## config.mk

```make
export PLATFORM = sky130hd
export DESIGN_NAME = point_plot_hue_by_age_flat
export DESIGN_NICKNAME = d
export VERILOG_FILES = /design/src/rtl/pphba_pkg.sv /design/src/rtl/pphba_if.sv /design/src/rtl/pphba_colour.sv /design/src/rtl/point_plot_hue_by_age.sv /design/src/flat_wrapper.sv
export SDC_FILE = /design/constraint.sdc
export NUM_CORES = 1
export LEC_CHECK = 0
export ABC_AREA = 1
export BUFFER_PORTS_ARGS = -buffer_cell sky130_fd_sc_hd__buf_2
export CORE_MARGIN = 2
export CORE_UTILIZATION = 55
export CTS_BUF_LIST = sky130_fd_sc_hd__clkbuf_8
export CTS_CLUSTER_SIZE = 10
export DETAILED_ROUTE_END_ITERATION = 7
export PLACE_DENSITY_LB_ADDON = 0.08
export SLEW_MARGIN = 25
export SYNTH_ARGS = -nofsm -noshare
export SYNTH_HDL_FRONTEND = slang
export SYNTH_SLANG_ARGS = --single-unit
export TNS_END_PERCENT = 100
```

## constraint.sdc

```tcl
create_clock -name clk -period 7.25 [get_ports clk]
set_clock_uncertainty 0.2 [all_clocks]
set_input_delay 0.725 -clock clk [delete_from_list [all_inputs] [get_ports clk]]
set_output_delay 0.725 -clock clk [all_outputs]
set_load 0.02 [all_outputs]
```

## src/rtl/pphba_pkg.sv

```systemverilog
// pphba_pkg: shared widths, register codes and types for the point plotter.
// No dependencies; every other file takes names from here by scope.
`default_nettype none

package pphba_pkg;

    // Field widths
    localparam int COORD_W    = 24;   // point_x / point_y
    localparam int FRAC_BITS  = 8;    // fraction bits of a coordinate
    localparam int NUM_W      = 20;   // point_number
    localparam int ORIGIN_W   = 16;   // origin_left / origin_top
    localparam int DIM_W      = 13;   // frame_width / frame_height
    localparam int PIF_W      = 21;   // points_in_frame
    localparam int POS_W      = 12;   // pixel_column / pixel_row
    localparam int CHAN_W     = 8;    // one colour channel
    localparam int MAX_DIM    = 4096;

    // Coordinate after subtracting the origin, with one guard bit
    localparam int WHOLE_W    = COORD_W - FRAC_BITS;
    localparam int DELTA_W    = ORIGIN_W + 1;

    // Hue = num * 1536 / limit; 1536 = 3 << HUE_SHIFT, quotient below 1536
    localparam int HUE_SHIFT  = 9;
    localparam int HUE_W      = 11;
    localparam int N3_W       = NUM_W + 2;          // num * 3
    localparam int BRING_W    = HUE_W - HUE_SHIFT;  // dividend bits below the first remainder
    localparam int DIV_STAGES = HUE_W;              // one quotient bit per stage

    // Configuration channel
    localparam int CFG_IDX_W  = 3;
    localparam int CFG_DATA_W = 21;

    typedef enum logic [CFG_IDX_W-1:0] {
        REG_ORIGIN_LEFT     = 3'd0,
        REG_ORIGIN_TOP      = 3'd1,
        REG_FRAME_WIDTH     = 3'd2,
        REG_FRAME_HEIGHT    = 3'd3,
        REG_COLOUR_MODE     = 3'd4,
        REG_POINTS_IN_FRAME = 3'd5
    } cfg_reg_t;

    typedef struct packed {
        logic [CHAN_W-1:0] red;
        logic [CHAN_W-1:0] green;
        logic [CHAN_W-1:0] blue;
    } rgb_t;

endpackage

`default_nettype wire

```

## src/rtl/pphba_if.sv

```systemverilog
// pphba_if: valid/ready channel interfaces for points, pixels and config writes.
// Depends on pphba_pkg for field widths.
`default_nettype none

interface pphba_point_if;
    logic                                valid;
    logic                                ready;
    logic signed [pphba_pkg::COORD_W-1:0] point_x;
    logic signed [pphba_pkg::COORD_W-1:0] point_y;
    logic        [pphba_pkg::NUM_W-1:0]   point_number;

    modport source (output valid, point_x, point_y, point_number, input ready);
    modport sink   (input valid, point_x, point_y, point_number, output ready);
endinterface

interface pphba_pixel_if;
    logic                          valid;
    logic                          ready;
    logic [pphba_pkg::POS_W-1:0]   pixel_column;
    logic [pphba_pkg::POS_W-1:0]   pixel_row;
    logic [pphba_pkg::CHAN_W-1:0]  red;
    logic [pphba_pkg::CHAN_W-1:0]  green;
    logic [pphba_pkg::CHAN_W-1:0]  blue;

    modport source (output valid, pixel_column, pixel_row, red, green, blue, input ready);
    modport sink   (input valid, pixel_column, pixel_row, red, green, blue, output ready);
endinterface

interface pphba_cfg_if;
    logic                              valid;
    logic                              ready;
    logic [pphba_pkg::CFG_IDX_W-1:0]   index;
    logic [pphba_pkg::CFG_DATA_W-1:0]  data;

    modport source (output valid, index, data, input ready);
    modport sink   (input valid, index, data, output ready);
endinterface

`default_nettype wire

```

## src/rtl/pphba_colour.sv

```systemverilog
// pphba_colour: maps a hue position (1/256 sector units) to full-saturation RGB.
// Depends on pphba_pkg (rgb_t, widths). Mono mode forces white.
`default_nettype none

module pphba_colour (
    input  wire logic [pphba_pkg::HUE_W-1:0] hue,
    input  wire logic                        colour_mode,
    output pphba_pkg::rgb_t                  rgb
);

    logic [2:0]                   sector;
    logic [pphba_pkg::CHAN_W-1:0] frac;
    logic [pphba_pkg::CHAN_W-1:0] ramp;

    localparam logic [pphba_pkg::CHAN_W-1:0] FULL = '1;
    localparam logic [pphba_pkg::CHAN_W-1:0] NONE = '0;

    assign sector = hue[pphba_pkg::HUE_W-1:pphba_pkg::CHAN_W];
    assign frac   = hue[pphba_pkg::CHAN_W-1:0];

    // floor(255*f/256) is f-1 (0 at f=0); floor(255*(256-f)/256) is 255-f
    always_comb
    begin
        if (sector[0])
        begin
            ramp = FULL - frac;
        end
        else if (frac == NONE)
        begin
            ramp = NONE;
        end
        else
        begin
            ramp = frac - 8'd1;
        end
    end

    always_comb
    begin
        if (!colour_mode)
        begin
            rgb = '{red: FULL, green: FULL, blue: FULL};
        end
        else
        begin
            case (sector)
                3'd0:    rgb = '{red: FULL, green: ramp, blue: NONE};
                3'd1:    rgb = '{red: ramp, green: FULL, blue: NONE};
                3'd2:    rgb = '{red: NONE, green: FULL, blue: ramp};
                3'd3:    rgb = '{red: NONE, green: ramp, blue: FULL};
                3'd4:    rgb = '{red: ramp, green: NONE, blue: FULL};
                default: rgb = '{red: FULL, green: NONE, blue: ramp};
            endcase
        end
    end

endmodule

`default_nettype wire

```

## src/rtl/point_plot_hue_by_age.sv

```systemverilog
// point_plot_hue_by_age: top level of the point plotter with age-based hue.
// Depends on pphba_pkg, pphba_if (channel interfaces) and pphba_colour.
`default_nettype none

// Usage
//   cfg    : register writes (index, data); always ready. Write only while the
//            pipeline is empty. Index 0..5 = origin_left, origin_top,
//            frame_width, frame_height, colour_mode, points_in_frame.
//   points : one point per transfer (point_x, point_y, point_number).
//   pixels : one pixel write per plotted point; points outside the frame or
//            with point_number >= points_in_frame produce no transfer.
// Timing
//   From point transfer to pixels.valid a point passes through one entry stage
//   (floor, origin subtract, bounds and index checks, num*3), eleven
//   restoring-divider stages that each resolve one hue quotient bit against
//   points_in_frame, then the color map into the output register. Throughput
//   is one point per cycle while pixels.ready is high; the divider sets the depth.
// Stall
//   Each stage holds while its successor is full and stalled; empty stages
//   (dropped points) are filled in, so points.ready stays high until every
//   stage holds an item and pixels.ready is low.
// Reset
//   rst_n low clears all stage valid bits and the config registers to zero.

module point_plot_hue_by_age (
    input  wire logic       clk,
    input  wire logic       rst_n,
    pphba_cfg_if.sink       cfg,
    pphba_point_if.sink     points,
    pphba_pixel_if.source   pixels
);

    localparam int NS = pphba_pkg::DIV_STAGES;

    // Divider stage payload
    typedef struct packed {
        logic [pphba_pkg::PIF_W-1:0]   rem;
        logic [pphba_pkg::HUE_W-1:0]   quo;
        logic [pphba_pkg::BRING_W-1:0] bring;
        logic [pphba_pkg::POS_W-1:0]   col;
        logic [pphba_pkg::POS_W-1:0]   row;
    } div_stage_t;

    // ---------------- configuration registers ----------------
    logic signed [pphba_pkg::ORIGIN_W-1:0] origin_left_reg;
    logic signed [pphba_pkg::ORIGIN_W-1:0] origin_top_reg;
    logic        [pphba_pkg::DIM_W-1:0]    frame_width_reg;
    logic        [pphba_pkg::DIM_W-1:0]    frame_height_reg;
    logic                                  colour_mode_reg;
    logic        [pphba_pkg::PIF_W-1:0]    points_in_frame_reg;

    assign cfg.ready = 1'b1;

    always_ff @(posedge clk or negedge rst_n)
    begin
        if (!rst_n)
        begin
            origin_left_reg     <= '0;
            origin_top_reg      <= '0;
            frame_width_reg     <= '0;
            frame_height_reg    <= '0;
            colour_mode_reg     <= 1'b0;
            points_in_frame_reg <= '0;
        end
        else if (cfg.valid)
        begin
            case (pphba_pkg::cfg_reg_t'(cfg.index))
                pphba_pkg::REG_ORIGIN_LEFT:
                    origin_left_reg <= cfg.data[pphba_pkg::ORIGIN_W-1:0];
                pphba_pkg::REG_ORIGIN_TOP:
                    origin_top_reg <= cfg.data[pphba_pkg::ORIGIN_W-1:0];
                pphba_pkg::REG_FRAME_WIDTH:
                    frame_width_reg <= cfg.data[pphba_pkg::DIM_W-1:0];
                pphba_pkg::REG_FRAME_HEIGHT:
                    frame_height_reg <= cfg.data[pphba_pkg::DIM_W-1:0];
                pphba_pkg::REG_COLOUR_MODE:
                    colour_mode_reg <= cfg.data[0];
                pphba_pkg::REG_POINTS_IN_FRAME:
                    points_in_frame_reg <= cfg.data[pphba_pkg::PIF_W-1:0];
                default: ; // unknown index: ignored
            endcase
        end
    end

    // ---------------- stall chain ----------------
    logic          out_valid_reg;
    logic [NS:1]   div_valid_reg;
    logic          s0_valid_reg;
    logic [NS:1]   div_en;
    logic          out_en;
    logic          s0_en;

    always_comb
    begin
        out_en     = !out_valid_reg || pixels.ready;
        div_en[NS] = !div_valid_reg[NS] || out_en;
        for (int k = NS - 1; k >= 1; k--)
        begin
            div_en[k] = !div_valid_reg[k] || div_en[k+1];
        end
        s0_en = !s0_valid_reg || div_en[1];
    end

    assign points.ready = s0_en;

    // ---------------- entry stage ----------------
    // Arithmetic shift is the floor of the fixed-point value.
    logic signed [pphba_pkg::COORD_W-1:0] x_shift;
    logic signed [pphba_pkg::COORD_W-1:0] y_shift;
    logic signed [pphba_pkg::DELTA_W-1:0] col_delta;
    logic signed [pphba_pkg::DELTA_W-1:0] row_delta;
    logic        [pphba_pkg::DIM_W-1:0]   width_clamp;
    logic        [pphba_pkg::DIM_W-1:0]   height_clamp;
    logic                                 in_frame;
    logic                                 in_range;
    logic        [pphba_pkg::N3_W-1:0]    num_x3;

    logic [pphba_pkg::N3_W-1:0]  s0_n3_reg;
    logic [pphba_pkg::POS_W-1:0] s0_col_reg;
    logic [pphba_pkg::POS_W-1:0] s0_row_reg;

    always_comb
    begin
        x_shift   = points.point_x >>> pphba_pkg::FRAC_BITS;
        y_shift   = points.point_y >>> pphba_pkg::FRAC_BITS;
        col_delta = pphba_pkg::DELTA_W'(signed'(x_shift[pphba_pkg::WHOLE_W-1:0]))
                  - pphba_pkg::DELTA_W'(origin_left_reg);
        row_delta = pphba_pkg::DELTA_W'(signed'(y_shift[pphba_pkg::WHOLE_W-1:0]))
                  - pphba_pkg::DELTA_W'(origin_top_reg);

        width_clamp  = (frame_width_reg > pphba_pkg::DIM_W'(pphba_pkg::MAX_DIM))
                     ? pphba_pkg::DIM_W'(pphba_pkg::MAX_DIM) : frame_width_reg;
        height_clamp = (frame_height_reg > pphba_pkg::DIM_W'(pphba_pkg::MAX_DIM))
                     ? pphba_pkg::DIM_W'(pphba_pkg::MAX_DIM) : frame_height_reg;

        in_frame = !col_delta[pphba_pkg::DELTA_W-1]
                && !row_delta[pphba_pkg::DELTA_W-1]
                && (col_delta[pphba_pkg::DELTA_W-2:0]
                    < (pphba_pkg::DELTA_W-1)'(width_clamp))
                && (row_delta[pphba_pkg::DELTA_W-2:0]
                    < (pphba_pkg::DELTA_W-1)'(height_clamp));

        // a zero limit also fails this compare
        in_range = pphba_pkg::PIF_W'(points.point_number) < points_in_frame_reg;

        num_x3 = pphba_pkg::N3_W'(points.point_number)
               + {pphba_pkg::N3_W'(points.point_number) << 1};
    end

    always_ff @(posedge clk or negedge rst_n)
    begin
        if (!rst_n)
        begin
            s0_valid_reg <= 1'b0;
        end
        else if (s0_en)
        begin
            s0_valid_reg <= points.valid && in_frame && in_range;
        end
    end

    always_ff @(posedge clk)
    begin
        if (s0_en)
        begin
            s0_n3_reg  <= num_x3;
            s0_col_reg <= col_delta[pphba_pkg::POS_W-1:0];
            s0_row_reg <= row_delta[pphba_pkg::POS_W-1:0];
        end
    end

    // ---------------- restoring divider, one quotient bit per stage ----------------
    // Dividend is num_x3 << HUE_SHIFT; its top part is already below the divisor.
    div_stage_t div_reg  [1:NS];
    div_stage_t div_src  [1:NS];
    div_stage_t div_next [1:NS];

    always_comb
    begin
        logic [pphba_pkg::PIF_W:0] trial;
        logic                      take;

        div_src[1].rem   = pphba_pkg::PIF_W'(s0_n3_reg[pphba_pkg::N3_W-1:pphba_pkg::BRING_W]);
        div_src[1].quo   = '0;
        div_src[1].bring = s0_n3_reg[pphba_pkg::BRING_W-1:0];
        div_src[1].col   = s0_col_reg;
        div_src[1].row   = s0_row_reg;
        for (int k = 2; k <= NS; k++)
        begin
            div_src[k] = div_reg[k-1];
        end

        trial = '0;
        take  = 1'b0;
        for (int k = 1; k <= NS; k++)
        begin
            trial = {div_src[k].rem, div_src[k].bring[pphba_pkg::BRING_W-1]};
            take  = trial >= {1'b0, points_in_frame_reg};
            div_next[k].rem   = take
                              ? pphba_pkg::PIF_W'(trial - {1'b0, points_in_frame_reg})
                              : trial[pphba_pkg::PIF_W-1:0];
            div_next[k].quo   = {div_src[k].quo[pphba_pkg::HUE_W-2:0], take};
            div_next[k].bring = div_src[k].bring << 1;
            div_next[k].col   = div_src[k].col;
            div_next[k].row   = div_src[k].row;
        end
    end

    always_ff @(posedge clk or negedge rst_n)
    begin
        if (!rst_n)
        begin
            div_valid_reg <= '0;
        end
        else
        begin
            if (div_en[1])
            begin
                div_valid_reg[1] <= s0_valid_reg;
            end
            for (int k = 2; k <= NS; k++)
            begin
                if (div_en[k])
                begin
                    div_valid_reg[k] <= div_valid_reg[k-1];
                end
            end
        end
    end

    always_ff @(posedge clk)
    begin
        for (int k = 1; k <= NS; k++)
        begin
            if (div_en[k])
            begin
                div_reg[k] <= div_next[k];
            end
        end
    end

    // ---------------- colour map and output register ----------------
    pphba_pkg::rgb_t             rgb_next;
    pphba_pkg::rgb_t             rgb_reg;
    logic [pphba_pkg::POS_W-1:0] col_reg;
    logic [pphba_pkg::POS_W-1:0] row_reg;

    pphba_colour u_colour (
        .hue         (div_reg[NS].quo),
        .colour_mode (colour_mode_reg),
        .rgb         (rgb_next)
    );

    always_ff @(posedge clk or negedge rst_n)
    begin
        if (!rst_n)
        begin
            out_valid_reg <= 1'b0;
        end
        else if (out_en)
        begin
            out_valid_reg <= div_valid_reg[NS];
        end
    end

    always_ff @(posedge clk)
    begin
        if (out_en)
        begin
            rgb_reg <= rgb_next;
            col_reg <= div_reg[NS].col;
            row_reg <= div_reg[NS].row;
        end
    end

    assign pixels.valid        = out_valid_reg;
    assign pixels.pixel_column = col_reg;
    assign pixels.pixel_row    = row_reg;
    assign pixels.red          = rgb_reg.red;
    assign pixels.green        = rgb_reg.green;
    assign pixels.blue         = rgb_reg.blue;

endmodule

`default_nettype wire

```

## src/flat_wrapper.sv

```systemverilog
// flat-port wrapper written by rule: the top's interface ports become plain ports
module point_plot_hue_by_age_flat 
  (clk, rst_n, cfg_valid, cfg_index, cfg_data, cfg_ready, points_valid, points_point_x, points_point_y, points_point_number, points_ready, pixels_valid, pixels_pixel_column, pixels_pixel_row, pixels_red, pixels_green, pixels_blue, pixels_ready);
  pphba_cfg_if cfg_i ();
  pphba_point_if points_i ();
  pphba_pixel_if pixels_i ();
  input  wire logic clk;
  input  wire logic rst_n;
  input wire logic [$bits(cfg_i.valid)-1:0] cfg_valid;
  input wire logic [$bits(cfg_i.index)-1:0] cfg_index;
  input wire logic [$bits(cfg_i.data)-1:0] cfg_data;
  output wire logic [$bits(cfg_i.ready)-1:0] cfg_ready;
  input wire logic [$bits(points_i.valid)-1:0] points_valid;
  input wire logic [$bits(points_i.point_x)-1:0] points_point_x;
  input wire logic [$bits(points_i.point_y)-1:0] points_point_y;
  input wire logic [$bits(points_i.point_number)-1:0] points_point_number;
  output wire logic [$bits(points_i.ready)-1:0] points_ready;
  output wire logic [$bits(pixels_i.valid)-1:0] pixels_valid;
  output wire logic [$bits(pixels_i.pixel_column)-1:0] pixels_pixel_column;
  output wire logic [$bits(pixels_i.pixel_row)-1:0] pixels_pixel_row;
  output wire logic [$bits(pixels_i.red)-1:0] pixels_red;
  output wire logic [$bits(pixels_i.green)-1:0] pixels_green;
  output wire logic [$bits(pixels_i.blue)-1:0] pixels_blue;
  input wire logic [$bits(pixels_i.ready)-1:0] pixels_ready;
  assign cfg_i.valid = cfg_valid;
  assign cfg_i.index = cfg_index;
  assign cfg_i.data = cfg_data;
  assign cfg_ready = cfg_i.ready;
  assign points_i.valid = points_valid;
  assign points_i.point_x = points_point_x;
  assign points_i.point_y = points_point_y;
  assign points_i.point_number = points_point_number;
  assign points_ready = points_i.ready;
  assign pixels_valid = pixels_i.valid;
  assign pixels_pixel_column = pixels_i.pixel_column;
  assign pixels_pixel_row = pixels_i.pixel_row;
  assign pixels_red = pixels_i.red;
  assign pixels_green = pixels_i.green;
  assign pixels_blue = pixels_i.blue;
  assign pixels_i.ready = pixels_ready;
  point_plot_hue_by_age u_core (.clk(clk), .rst_n(rst_n), .cfg(cfg_i), .points(points_i), .pixels(pixels_i));
endmodule
```

-- Word-level counts from Yosys, hierarchy flattened
Memories as Yosys holds them, arrays and structs flattened.
Cells that the tools add are included.
W data, S select, Z words.
- input bits: 97
- flip-flop bits (word level): 187
- word-level logic and storage cells: 149
- memory bits (writable): 627
- memories: 1
- memories (name ; depth ; width ; read ports ; clocked after Yosys merged registers in ; wr ports ; RTL line ; RTL):
    u_core.div_reg ; 11 ; 57 ; 11 ; 0 ; 11 ; point_plot_hue_by_age.sv:174 ; div_stage_t div_reg [1:NS];
- reductions and logical operators: 42
- eq/ne operators: 9
- multiplexer cells: 38
- add/sub/neg operators: 16
- magnitude comparators: 16
- operator list (operator ; count):
    $mux W21 ; 11
    $sub A21 B21 Y21 ; 11
    $ge A22 B21 Y1 ; 10
    $pmux W24 S5 ; 1
    $sub A16 B16 Y17 ; 2
    $lt A16 B13 Y1 ; 2
    $gt A13 B13 Y1 const B ; 2
    $mux W13 ; 2
    $add A20 B21 Y22 ; 1
    $mux W1 ; 22
    $ge A21 B21 Y1 ; 1
    $lt A20 B21 Y1 ; 1
    $mux W8 ; 2
    $logic_not A1 Y1 ; 15
    $logic_or A1 B1 Y1 ; 13
    $eq A3 B2 Y1 const B ; 4
    $reduce_and A2 Y1 ; 6
    $eq A3 B3 Y1 const B ; 3
    $logic_not A8 Y1 ; 1
    $sub A8 B1 Y8 const B ; 1
    $sub A8 B8 Y8 const A ; 1
    $eq A3 B1 Y1 const B ; 2
    $logic_not A3 Y1 ; 2
    $logic_and A1 B1 Y1 ; 5

-- Depth between registers and ports, before layout
Gate-level depths: netlist (run 1).
- depth after elaboration: 15
- mapped depth: 21
- gate-level depth less buffers: 20

-- Hierarchy
A second synthesis (run 1) with hierarchy kept.
- cells, all modules: 4090
- area, all modules: 40632.7 sq um
- by module, submodules not included (module ; area each (sq um) ; sequential area each (sq um) ; instances ; cells an instance):
    point_plot_hue_by_age ; 40080.9 ; 21395.5 ; 1 ; 3976
    pphba_colour ; 551.8 ; 0.0 ; 1 ; 114

-- Least setup slack after synthesis (run 1)
OpenSTA, ideal clock, no wires.
- path type: in2out
- start: input pixels_ready
- end: output points_ready
- arrival: 5.810 ns
- required time: 6.325 ns
- cell stages on the path: 12
- slack: 0.515 ns
- path through: inv_1 nand2_2 nor2_4 nand4_4 nor2_4 nand2_2 nor2_4 nand2_2 nor2_4 nand2_2 nor2_2 nand2_1
- cells in the longest elaborated chain, start to end: 13
- ends and longest elaborated chain (what ; RTL line ; RTL):
    from (decl) ; flat_wrapper.sv:24 ; input wire logic [$bits(pixels_i.ready)-1:0] pixels_ready;
    $logic_or A1 B1 Y1 ; point_plot_hue_by_age.sv:95 ; out_en = !out_valid_reg || pixels.ready;
    named net u_core.out_en ; point_plot_hue_by_age.sv:90 ; logic out_en;
    $logic_or A1 B1 Y1 ; point_plot_hue_by_age.sv:96 ; div_en[NS] = !div_valid_reg[NS] || out_en;
    $logic_or A1 B1 Y1 (3 in a row) ; point_plot_hue_by_age.sv:99 ; div_en[k] = !div_valid_reg[k] || div_en[k+1];
    named net u_core.div_en (one bit) ; point_plot_hue_by_age.sv:89 ; logic [NS:1] div_en;
    $logic_or A1 B1 Y1 (2 in a row) ; point_plot_hue_by_age.sv:99 ;
    named net u_core.div_en (one bit) ; point_plot_hue_by_age.sv:89 ;
    $logic_or A1 B1 Y1 (2 in a row) ; point_plot_hue_by_age.sv:99 ;
    named net u_core.div_en (one bit) ; point_plot_hue_by_age.sv:89 ;
    $logic_or A1 B1 Y1 (2 in a row) ; point_plot_hue_by_age.sv:99 ;
    named net u_core.div_en (one bit) ; point_plot_hue_by_age.sv:89 ;
    $logic_or A1 B1 Y1 ; point_plot_hue_by_age.sv:99 ;
    $logic_or A1 B1 Y1 ; point_plot_hue_by_age.sv:101 ; s0_en = !s0_valid_reg || div_en[1];
    to (decl) ; flat_wrapper.sv:17 ; output wire logic [$bits(points_i.ready)-1:0] points_ready;
The timed path passes the listed nets, and every way through them passes these cells.

==> results of run 1 <==
per-layer routing:
| metal | share of wire [%] | vias to the layer above | track usage (%) | wire length (um) |
|---|---|---|---|---|
| li1 | - | 14800 | - | - |
| met2 | 43 | 801 | 39.0 | 41000 |
| met1 | 48 | 13600 | 37.0 | 45500 |
| met4 | 2.5 | 2 | 7.71 | 2340 |
| met5 | 0.014 | - | 0 | 13 |
| met3 | 6.1 | 140 | 4.11 | 5720 |
worst paths after layout:
| check | startpoint | endpoint | slack [ns] | cells past startpoint |
|---|---|---|---|---|
| max | u_core.points_in_frame_reg[16] | u_core.div_reg[0][151] | 3.04 | 10 |
| min | cfg_data[15] | u_core.points_in_frame_reg[15] | 0.1 | 3 |
| max reg2reg | u_core.points_in_frame_reg[16] | u_core.div_reg[0][151] | 3.04 | 10 |
| min reg2reg | u_core.div_reg[0][351] | u_core.div_reg[0][408] | 0.18 | 0 |
| max in group asynchronous | rst_n | u_core.points_in_frame_reg[0] | 5.41 | 3 |
| min in group asynchronous | rst_n | u_core.origin_left_reg[14] | 0.25 | 2 |
layout make-up:
cell class,instances,area [sq um],share of cell area (%)
repair buffers,157,873,1.95
flip-flops and latches,728,21400,47.9
clock buffers,127,1750,3.91
well taps,959,1200,2.69
multi-input cells,2941,17400,39.0
inverters,360,1350,3.03
clock inverters,87,668,1.50
diodes,2,5.00,0.0112
power by group:
group | switching, mW | internal, mW
Clock | 1.67 | 1.89
Combinational | 6.01 | 3.46
Sequential | 0.777 | 7.06
critical path: cells and delay by family, from the launching register on:
| kind | cells | cell delay [ns] |
|---|---|---|
| compound gates | 2 | 0.35 |
| flops | 1 | 0.33 |
| buf+inv | 2 | 0.88 |
| fa+ha+maj | 1 | 0.71 |
| simple gates | 5 | 1.40 |
per-stage QoR:
| step | total power [mW] | setup slack, ns |
|---|---|---|
| finish | 20.9 | 3.04 |
| detailed placement | 17.2 | 3.11 |
| global route | 22.6 | 2.79 |
| floorplan | 14.8 | 0.515 |
| global placement | 17.1 | 3.13 |
| CTS | 20.9 | 3.13 |
layout by cell type (no fill, tap or decap), types with 87 or more instances in the layout:
| cell type | n |
|---|---|
| nand2_1 | 771 |
| edfxtp_1 | 635 |
| nor2_1 | 452 |
| a21oi_1 | 411 |
| inv_1 | 398 |
| ha_1 | 328 |
| o21ai_0 | 226 |
| nand3_1 | 146 |
| buf_2 | 129 |
| clkbuf_8 | 127 |
| xnor2_1 | 109 |
| dfrtp_1 | 92 |
| xor2_1 | 87 |
what timing repair did:
item,CTS,global route
setup endpoints to repair,0,0
resized for setup,0,0
hold endpoints to repair,40,0
hold buffers,7,0
cell families after synthesis:
logic type      count (synthesis)  share of synthesized area [%]
compound gates                859                           12.0
xor+xnor                      196                           4.24
fa+ha+maj                     341                           10.8
buf+inv                       424                           4.20
flops                         728                           52.8
other cells                     1                        0.00926
simple gates                 1544                           16.0
==> impl_metrics.py, run 1 <==
metrics = {
    "run_status": {
        "status": "complete, no violations",
    },
    "logic_synthesis": {
        "ys_seq_area_share_pct": 52.8,
        "synthArstFlopShare_pct": 12.8,
        "synthTopCellsByCount": "nand2_1, edfxtp_1, nor2_1",
        "synth.avg_cell_area_sq_um": 9.90,
        "synth_nets": 4531,
        "synth_cells": 4093,
        "synth_edf_count": 635,
        "mappedNetlistArea_sq_mm": 0.0405,
        "synthFlopType": "edfxtp_1",
        "synth_warnings": 0,
        "ys_top_cells_by_area": "edfxtp_1, ha_1, nand2_1, dfrtp_1, a21oi_1",
        "yosysUniqueCellTypes": 61,
        "synth_seq_cells": 728,
        "synth_top_area_share_pct": 47.1,
        "yosysMostFrequentCell": "nand2_1",
        "yosysTopAreaCell": "edfxtp_1",
    },
    "die": {
        "ioPinCount": 148,
        "initial_core_util_pct": 55.5,
        "core_area_sq_mm": 0.0730,
        "dieHeight_um": 275,
        "row_count": 99,
        "dieArea_sq_mm": 0.0759,
        "die_x_um": 275,
    },
    "timing": {
        "slew_headroom_pct": 27.3,
        "period_share_pct": 58.1,
        "setup_viol": 0,
        "period_minus_slack_ns": 4.21,
        "fin_setup_tns_ns": 0,
        "max_freq_mhz": 237,
        "rsz0062_at_grt": "false",
        "timing.final.max_slew_violations": 0,
        "tightest_slew_ns": 1.09,
        "hold_slack_ns": 0.0994,
        "hold_viol": 0,
    },
    "placement": {
        "portBuffers": 130,
        "dp.final_hpwl_um": 69000,
        "placed_area_sq_mm": 0.0422,
        "gp_congestion": 0.923,
        "numPlacedInstances": 5138,
    },
    "critical_path": {
        "cp-end-kind": "flop",
        "cpPeakStageDelay_ns": 0.82,
        "path_cells": "clkinv_1, ha_1, nand2_1, nor2_1, nand2_1, inv_1, a221oi_2, nand3_2, nor2_1, a21oi_1",
        "crit_path_top_delay_cell": "clkinv_1",
        "critPathArrivalTime_ns": 4.47,
        "crit_required_ns": 7.51,
        "crit_fanout": 42,
        "start_kind": "flop",
        "path_class": "reg -> reg",
    },
    "cells_and_area": {
        "n_fill_cell": 6232,
        "final_core_util_pct": 61.2,
        "fin_cells": 5361,
        "drive_gt1_share_pct": 8.61,
        "design_area_sq_mm": 0.0447,
        "nets": 4743,
        "syn_to_final_growth_pct": 10.3,
        "largest_register_ffs": 541,
    },
    "clocking": {
        "htreeDepth": 3,
        "cts_setup_buffers": 0,
        "clk_pin_slew_ns": 0.06,
        "cts-root-buf": "clkbuf_8",
        "cts_sinks": 728,
        "clk_latency_ns": 0.77,
        "cts_tree": "yes",
        "clk_path_buf_depth": 3,
        "numCtsBuffers": 117,
    },
    "detailed_routing": {
        "drt_wl_total_um": 94500,
        "post_drt_wl_per_cell_um": 17.6,
        "drt-initial-drc-count": 2186,
        "antenna_left": 0,
        "drt_first_pass_iters": 6,
        "drt_drc_violations_left": 0,
        "vias_per_cell": 5.48,
        "vias": 29400,
    },
    "grt": {
        "grt_pass1_vias": 28000,
        "grt_max_degree": 60,
        "antenna_found_initial": 3,
        "grt_first_pass_wirelength_um": 150000,
        "overflow": 0,
        "grt_usage_pct": 25.3,
    },
    "min_path": {
        "hold_path.class": "in -> reg",
    },
    "pwr": {
        "cellPowerDensity_mw_per_mm2": 467,
        "irDropWorstVdd_mv": 0.249,
        "leakage_nw": 19.2,
    },
    "run": {
        "maxCapViolCount": 0,
    },
}
(Power assumes the default switching activity.)
==> run 2: changes to the inputs <==
Clock period 7.25 ns to 3.9 ns, I/O delays scaled along.
==> run 2 against run 1 <==
Effect of this change: sequential power increased by 86%; non-clock buffer count increased by 93; sequential cell count unchanged; first-iteration DRC count increased by 4.8%; global-route usage about the same; design area increased by 2.1%; cell count increased by 1.9%; clock power increased by 79%; worst setup slack got worse by 2.7 ns; highest routed layer is now met4; count of clock-buffer cells in the layout unchanged; via count increased by 1.5%.
==> impl_metrics.py, run 2 (synthesized netlist as in run 1, its figures left out) <==
metrics = {
    "run_status": {
        "status": "complete, no violations",
    },
    "clocking": {
        "cts-root-buf": "clkbuf_8",
        "clk_path_buf_depth": 3,
        "cts_sinks": 728,
        "htreeDepth": 3,
        "cts.repair.resized": 0,
        "numCtsBuffers": 118,
        "cts_tree": "yes",
        "clk_pin_slew_ns": 0.06,
        "clk_latency_ns": 0.77,
    },
    "critical_path": {
        "start_kind": "primary input",
        "crit_start": "pixels_ready",
        "critPathArrivalTime_ns": 2.96,
        "path_class": "in -> out",
        "cp_common_cell": "nor2_4",
        "crit_fanout": 13,
        "path_cells": "dlygate4sd3_1, buf_2, clkinvlp_4, nand2_8, nor2_4, nand4_4, nor2_4, nand2_8, nor2_4, nand2_8, nor2_4, nand2_8, nor2_4, nand2_2, buf_2",
        "crit_path_top_delay_cell": "dlygate4sd3_1",
        "cpPeakStageDelay_ns": 0.54,
        "crit_required_ns": 3.31,
        "critical_path.top_delay_family": "simple AND/OR/NAND/NOR gates",
        "cp.buffers_inverters": 4,
        "cp-end-kind": "output port",
        "r2r-start": "u_core.points_in_frame_reg[6]",
    },
    "detailed_routing": {
        "vias": 29800,
        "drt_wl_total_um": 95500,
        "antenna_left": 0,
        "drt_first_pass_iters": 6,
        "vias_per_cell": 5.45,
        "drt-initial-drc-count": 2291,
        "drt_drc_violations_left": 0,
        "post_drt_wl_per_cell_um": 17.5,
    },
    "placement": {
        "numPlacedInstances": 5179,
        "portBuffers": 130,
        "dp.final_hpwl_um": 70700,
        "gp_congestion": 0.925,
    },
    "timing": {
        "max_freq_mhz": 281,
        "period_share_pct": 91.1,
        "period_minus_slack_ns": 3.55,
        "tightest_slew_ns": 0.943,
        "timing.final.max_slew_violations": 0,
        "rsz0062_at_grt": "false",
        "setup_viol": 0,
        "slew_headroom_pct": 37.0,
        "hold_viol": 0,
        "hold_slack_ns": 0.0562,
    },
    "min_path": {
        "hold_path.class": "in -> reg",
        "hold_path_startpoint": "points_point_y[10]",
    },
    "pwr": {
        "seqPwrFrac_pct": 37.6,
        "irDropWorstVdd_mv": 0.479,
        "leakage_nw": 19.7,
        "internal_power_mw": 23.1,
        "pwr-share-comb_pct": 46.0,
        "switchingPower_mw": 15.6,
        "p_sw_share_pct": 40.3,
        "cellPowerDensity_mw_per_mm2": 849,
        "p_clk_share_pct": 16.4,
    },
    "die": {
        "ioPinCount": 148,
        "core_area_sq_mm": 0.0730,
        "die_x_um": 275,
        "row_count": 99,
        "dieArea_sq_mm": 0.0759,
        "dieHeight_um": 275,
        "initial_core_util_pct": 55.5,
    },
    "cells_and_area": {
        "nets": 4839,
        "syn_to_final_growth_pct": 12.6,
        "drive_gt1_share_pct": 9.48,
        "final_cell_mix": "nand2_1, edfxtp_1, nor2_1",
        "fin_cells": 5463,
        "largest_register_ffs": 541,
        "n_fill_cell": 6147,
        "final_common_cell": "nand2_1",
    },
    "grt": {
        "overflow": 0,
        "grt_first_pass_wirelength_um": 150000,
        "grt_pass1_vias": 28200,
        "grt_usage_pct": 25.3,
        "antenna_found_initial": 2,
        "grt_max_degree": 60,
    },
    "run": {
        "maxCapViolCount": 0,
    },
}
==> run 2: stage by stage <==
stage / power [mW] / TNS, ns / cell area (sq um) / utilization (%) / worst slack, ns
2_1_floorplan: 27.5 / -51.10 / 40600 / - / -0.529
3_3_place_gp: 32.0 / 0 / 42700 / 58.5 / 0.410
3_5_place_dp: 32.2 / 0 / 42700 / 58.5 / 0.377
4_1_cts: 38.8 / 0 / 45600 / 62.5 / 0.0913
5_1_grt: 41.9 / 0 / 45600 / 62.5 / 0.131
6_report: 38.7 / 0 / 45600 / 62.5 / 0.346
==> run 2: final timing paths <==
check / to / slack (ns) / depth (start not counted)
worst max-delay path: points_ready / 0.35 / 15
worst min-delay path: u_core.s0_row_reg[2] / 0.06 / 3
worst max register to register: u_core.div_reg[0][610] / 0.52 / 11
worst min register to register: u_core.div_reg[0][521] / 0.19 / 0
max in group asynchronous: u_core.points_in_frame_reg[9] / 2.45 / 3
min in group asynchronous: u_core.points_in_frame_reg[3] / 0.07 / 2
==> run 2: layer usage <==
layer	vias to the layer above	share of wire [%]	GRT usage, %
li1	15000	-	-
met1	13800	46	36.0
met2	789	46	40.6
met3	146	5.6	3.58
met4	0	2.7	7.52
met5	-	0	0
==> run 2: worst min-delay path, cell delays in order <==
cell	delay, ns
buf_2	0.09
ha_1	0.19
xor2_1	0.13
==> run 2: final cells by class <==
cell class                      count  area [sq um]  area share, %
Clock inverter                     94           569           1.25
Sequential cell                   728         21400           46.9
Clock buffer                      127          1750           3.83
Inverter                          360          1360           2.98
Tap cell                          959          1200           2.63
Multi-Input combinational cell   2943         17500           38.4
Antenna cell                        2          5.00         0.0110
Timing Repair Buffer              250          1820           3.99
==> run 2: repair_timing <==
item / 4_1_cts / 5_1_grt
hold buffers: 57 / 0
setup endpoints to repair: 0 / 1
endpoints found under the hold margin: 167 / 0
buffers inserted: 0 / 2
==> run 2: power groups by stage <==
stage / Sequential [mW] / Combinational, mW / Clock [mW]
2_1_floorplan: 14.4 / 13.1 / 0
3_3_place_gp: 14.6 / 17.4 / 0
3_5_place_dp: 14.7 / 17.5 / 0
4_1_cts: 14.6 / 17.7 / 6.55
5_1_grt: 14.9 / 20.1 / 6.89
6_report: 14.6 / 17.8 / 6.36
==> run 3: changes to the inputs <==
==> constraint.sdc (replaced) <==
create_clock -name clk -period 3.9 [get_ports clk]
set_clock_uncertainty 0.2 [all_clocks]
set_input_delay 0.195 -clock clk [delete_from_list [all_inputs] [get_ports clk]]
set_output_delay 0.195 -clock clk [all_outputs]
set_load 0.02 [all_outputs]
==> run 3 against run 2 <==
Effect of this change: sequential cell count unchanged; routed wire length is 1.7% higher; largest cell class unchanged; highest routed layer unchanged; largest power group unchanged; critical endpoint unchanged; non-clock buffer count up 59.
==> impl_metrics.py, run 3 (synthesized netlist as in run 1, its figures left out) <==
metrics = {
    "detailed_routing": {
        "vias": 30000,
        "vias_per_cell": 5.44,
        "drt_first_pass_iters": 8,
        "drt_wl_total_um": 97100,
        "drt-initial-drc-count": 2220,
        "drt_drc_violations_left": 0,
        "post_drt_wl_per_cell_um": 17.6,
        "antenna_left": 0,
    },
    "die": {
        "row_count": 99,
        "dieArea_sq_mm": 0.0759,
        "initial_core_util_pct": 55.5,
        "dieHeight_um": 275,
        "die_x_um": 275,
        "ioPinCount": 148,
        "core_area_sq_mm": 0.0730,
    },
    "pwr": {
        "cellPowerDensity_mw_per_mm2": 841,
        "irDropWorstVdd_mv": 0.488,
        "leakage_nw": 19.9,
    },
    "grt": {
        "grt_pass1_vias": 28800,
        "grt_first_pass_wirelength_um": 154000,
        "overflow": 0,
        "antenna_found_initial": 1,
        "grt_max_degree": 69,
        "grt_usage_pct": 25.9,
    },
    "timing": {
        "max_freq_mhz": 273,
        "tightest_slew_ns": 1.09,
        "hold_viol": 0,
        "rsz0062_at_grt": "false",
        "slew_headroom_pct": 27.0,
        "period_minus_slack_ns": 3.67,
        "period_share_pct": 94.0,
        "timing.final.max_slew_violations": 0,
        "setup_viol": 0,
        "fin_setup_tns_ns": 0,
        "hold_slack_ns": 0.0694,
    },
    "critical_path": {
        "cp_common_cell": "nor2_4",
        "crit_fanout": 48,
        "crit_required_ns": 3.50,
        "path_class": "reg -> out",
        "critPathArrivalTime_ns": 3.27,
        "cp-end-kind": "output port",
        "cpPeakStageDelay_ns": 0.41,
        "crit_path_top_delay_cell": "dfrtp_2",
        "path_cells": "nand2_8, nor2_4, nand4_4, nor2_4, nand2_8, nor2_4, nand2_8, nor2_4, nand2_8, nor2_4, nand2_2, buf_8, buf_2",
        "cp.buffers_inverters": 2,
        "critical_path.top_delay_family": "simple AND/OR/NAND/NOR gates",
        "start_kind": "flop",
    },
    "cells_and_area": {
        "multi_input_comb_area_sq_mm": 0.0175,
        "drive_gt1_share_pct": 9.18,
        "final_cell_mix": "nand2_1, edfxtp_1, nor2_1",
        "syn_to_final_growth_pct": 13.7,
        "n_fill_cell": 6107,
        "final_common_cell": "nand2_1",
        "ff_latch_area_sq_mm": 0.0214,
        "largest_register_ffs": 541,
        "nets": 4898,
    },
    "placement": {
        "gp_congestion": 0.916,
        "dp.final_hpwl_um": 70200,
        "portBuffers": 130,
    },
    "clocking": {
        "numCtsBuffers": 117,
        "clk_pin_slew_ns": 0.06,
        "clk_path_buf_depth": 3,
        "cts-root-buf": "clkbuf_8",
        "cts_tree": "yes",
        "clk_latency_ns": 0.77,
        "htreeDepth": 3,
        "cts_sinks": 728,
    },
    "min_path": {
        "hold_path.class": "in -> reg",
    },
    "run": {
        "maxCapViolCount": 0,
    },
    "run_status": {
        "status": "complete, no violations",
    },
}
## run 3: cell types whose count changed in the layout (fill, tap and decap cells not counted), sizes merged
cell,previous run,this run
buf,193,198
bufinv,4,3
clkbuf,127,119
clkinv,43,40
clkinvlp,4,3
diode,2,4
dlygate4sd3,57,111
inv,403,416
nand2,780,781
## run 3: worst paths after layout
| check | from | end | slack, ns | cells past startpoint |
|---|---|---|---|---|
| hold reg to reg | u_core.div_reg[0][372] | u_core.div_reg[0][430] | 0.17 | 0 |
| min in group asynchronous | rst_n | u_core.origin_left_reg[14] | 0.36 | 4 |
| setup reg to reg | u_core.origin_left_reg[0] | u_core.s0_valid_reg | 0.41 | 19 |
| max in group asynchronous | rst_n | u_core.pixels.valid | 2.81 | 4 |
| setup / recovery | u_core.pixels.valid | points_ready | 0.23 | 13 |
| hold / removal | cfg_index[0] | u_core.points_in_frame_reg[7] | 0.07 | 6 |
## run 3: layout make-up
cell class | instances | area share, %
Antenna cell | 4 | 0.0217
Clock buffer | 119 | 3.55
Clock inverter | 102 | 1.23
Inverter | 360 | 2.95
Multi-Input combinational cell | 2944 | 38.0
Sequential cell | 728 | 46.4
Tap cell | 959 | 2.60
Timing Repair Buffer | 309 | 5.19
## run 3: per-layer routing
| layer | up-vias | wire (um) | GRT usage, % |
|---|---|---|---|
| met5 | - | 0 | 0 |
| met4 | 0 | 2350 | 7.23 |
| met3 | 165 | 4800 | 3.98 |
| met2 | 725 | 44100 | 41.7 |
| met1 | 14000 | 45900 | 36.4 |
| li1 | 15100 | - | - |
## run 3: report_power, final
group	total [mW]	switching [mW]	internal (mW)	leakage, nW
sequential	14.6	1.46	13.1	7.82
clock	6.13	3.05	3.08	1.32
combinational	18.1	11.2	6.83	10.8
total	38.8	15.7	23.0	19.9
## run 3: stage by stage
stage	cell area (sq um)	cells	util, %	worst slack, ns	total power [mW]
floorplan	40600	4093	-	-0.529	27.5
global placement	42700	5183	58.5	0.428	32.0
detailed placement	42700	5183	58.5	0.374	32.3
CTS	46100	5521	63.1	0.0779	38.7
global route	46100	5524	63.2	0.0111	41.9
finish	46100	5525	63.2	0.233	38.8
## run 3: timing repair
action                     CTS  global route
setup buffers                2             0
pin swaps                    4             0
resized for setup            1             2
hold buffers               112             0
cloned                       3             0
hold endpoints to repair   198             0
setup endpoints to repair    1             1
## run 3: tightest hold or removal path, stage by stage
cell and delay (ns):
buf_2 0.12, inv_1 0.07, nor2_1 0.05, nand2_1 0.05, buf_4 0.33, o21ai_0 0.12
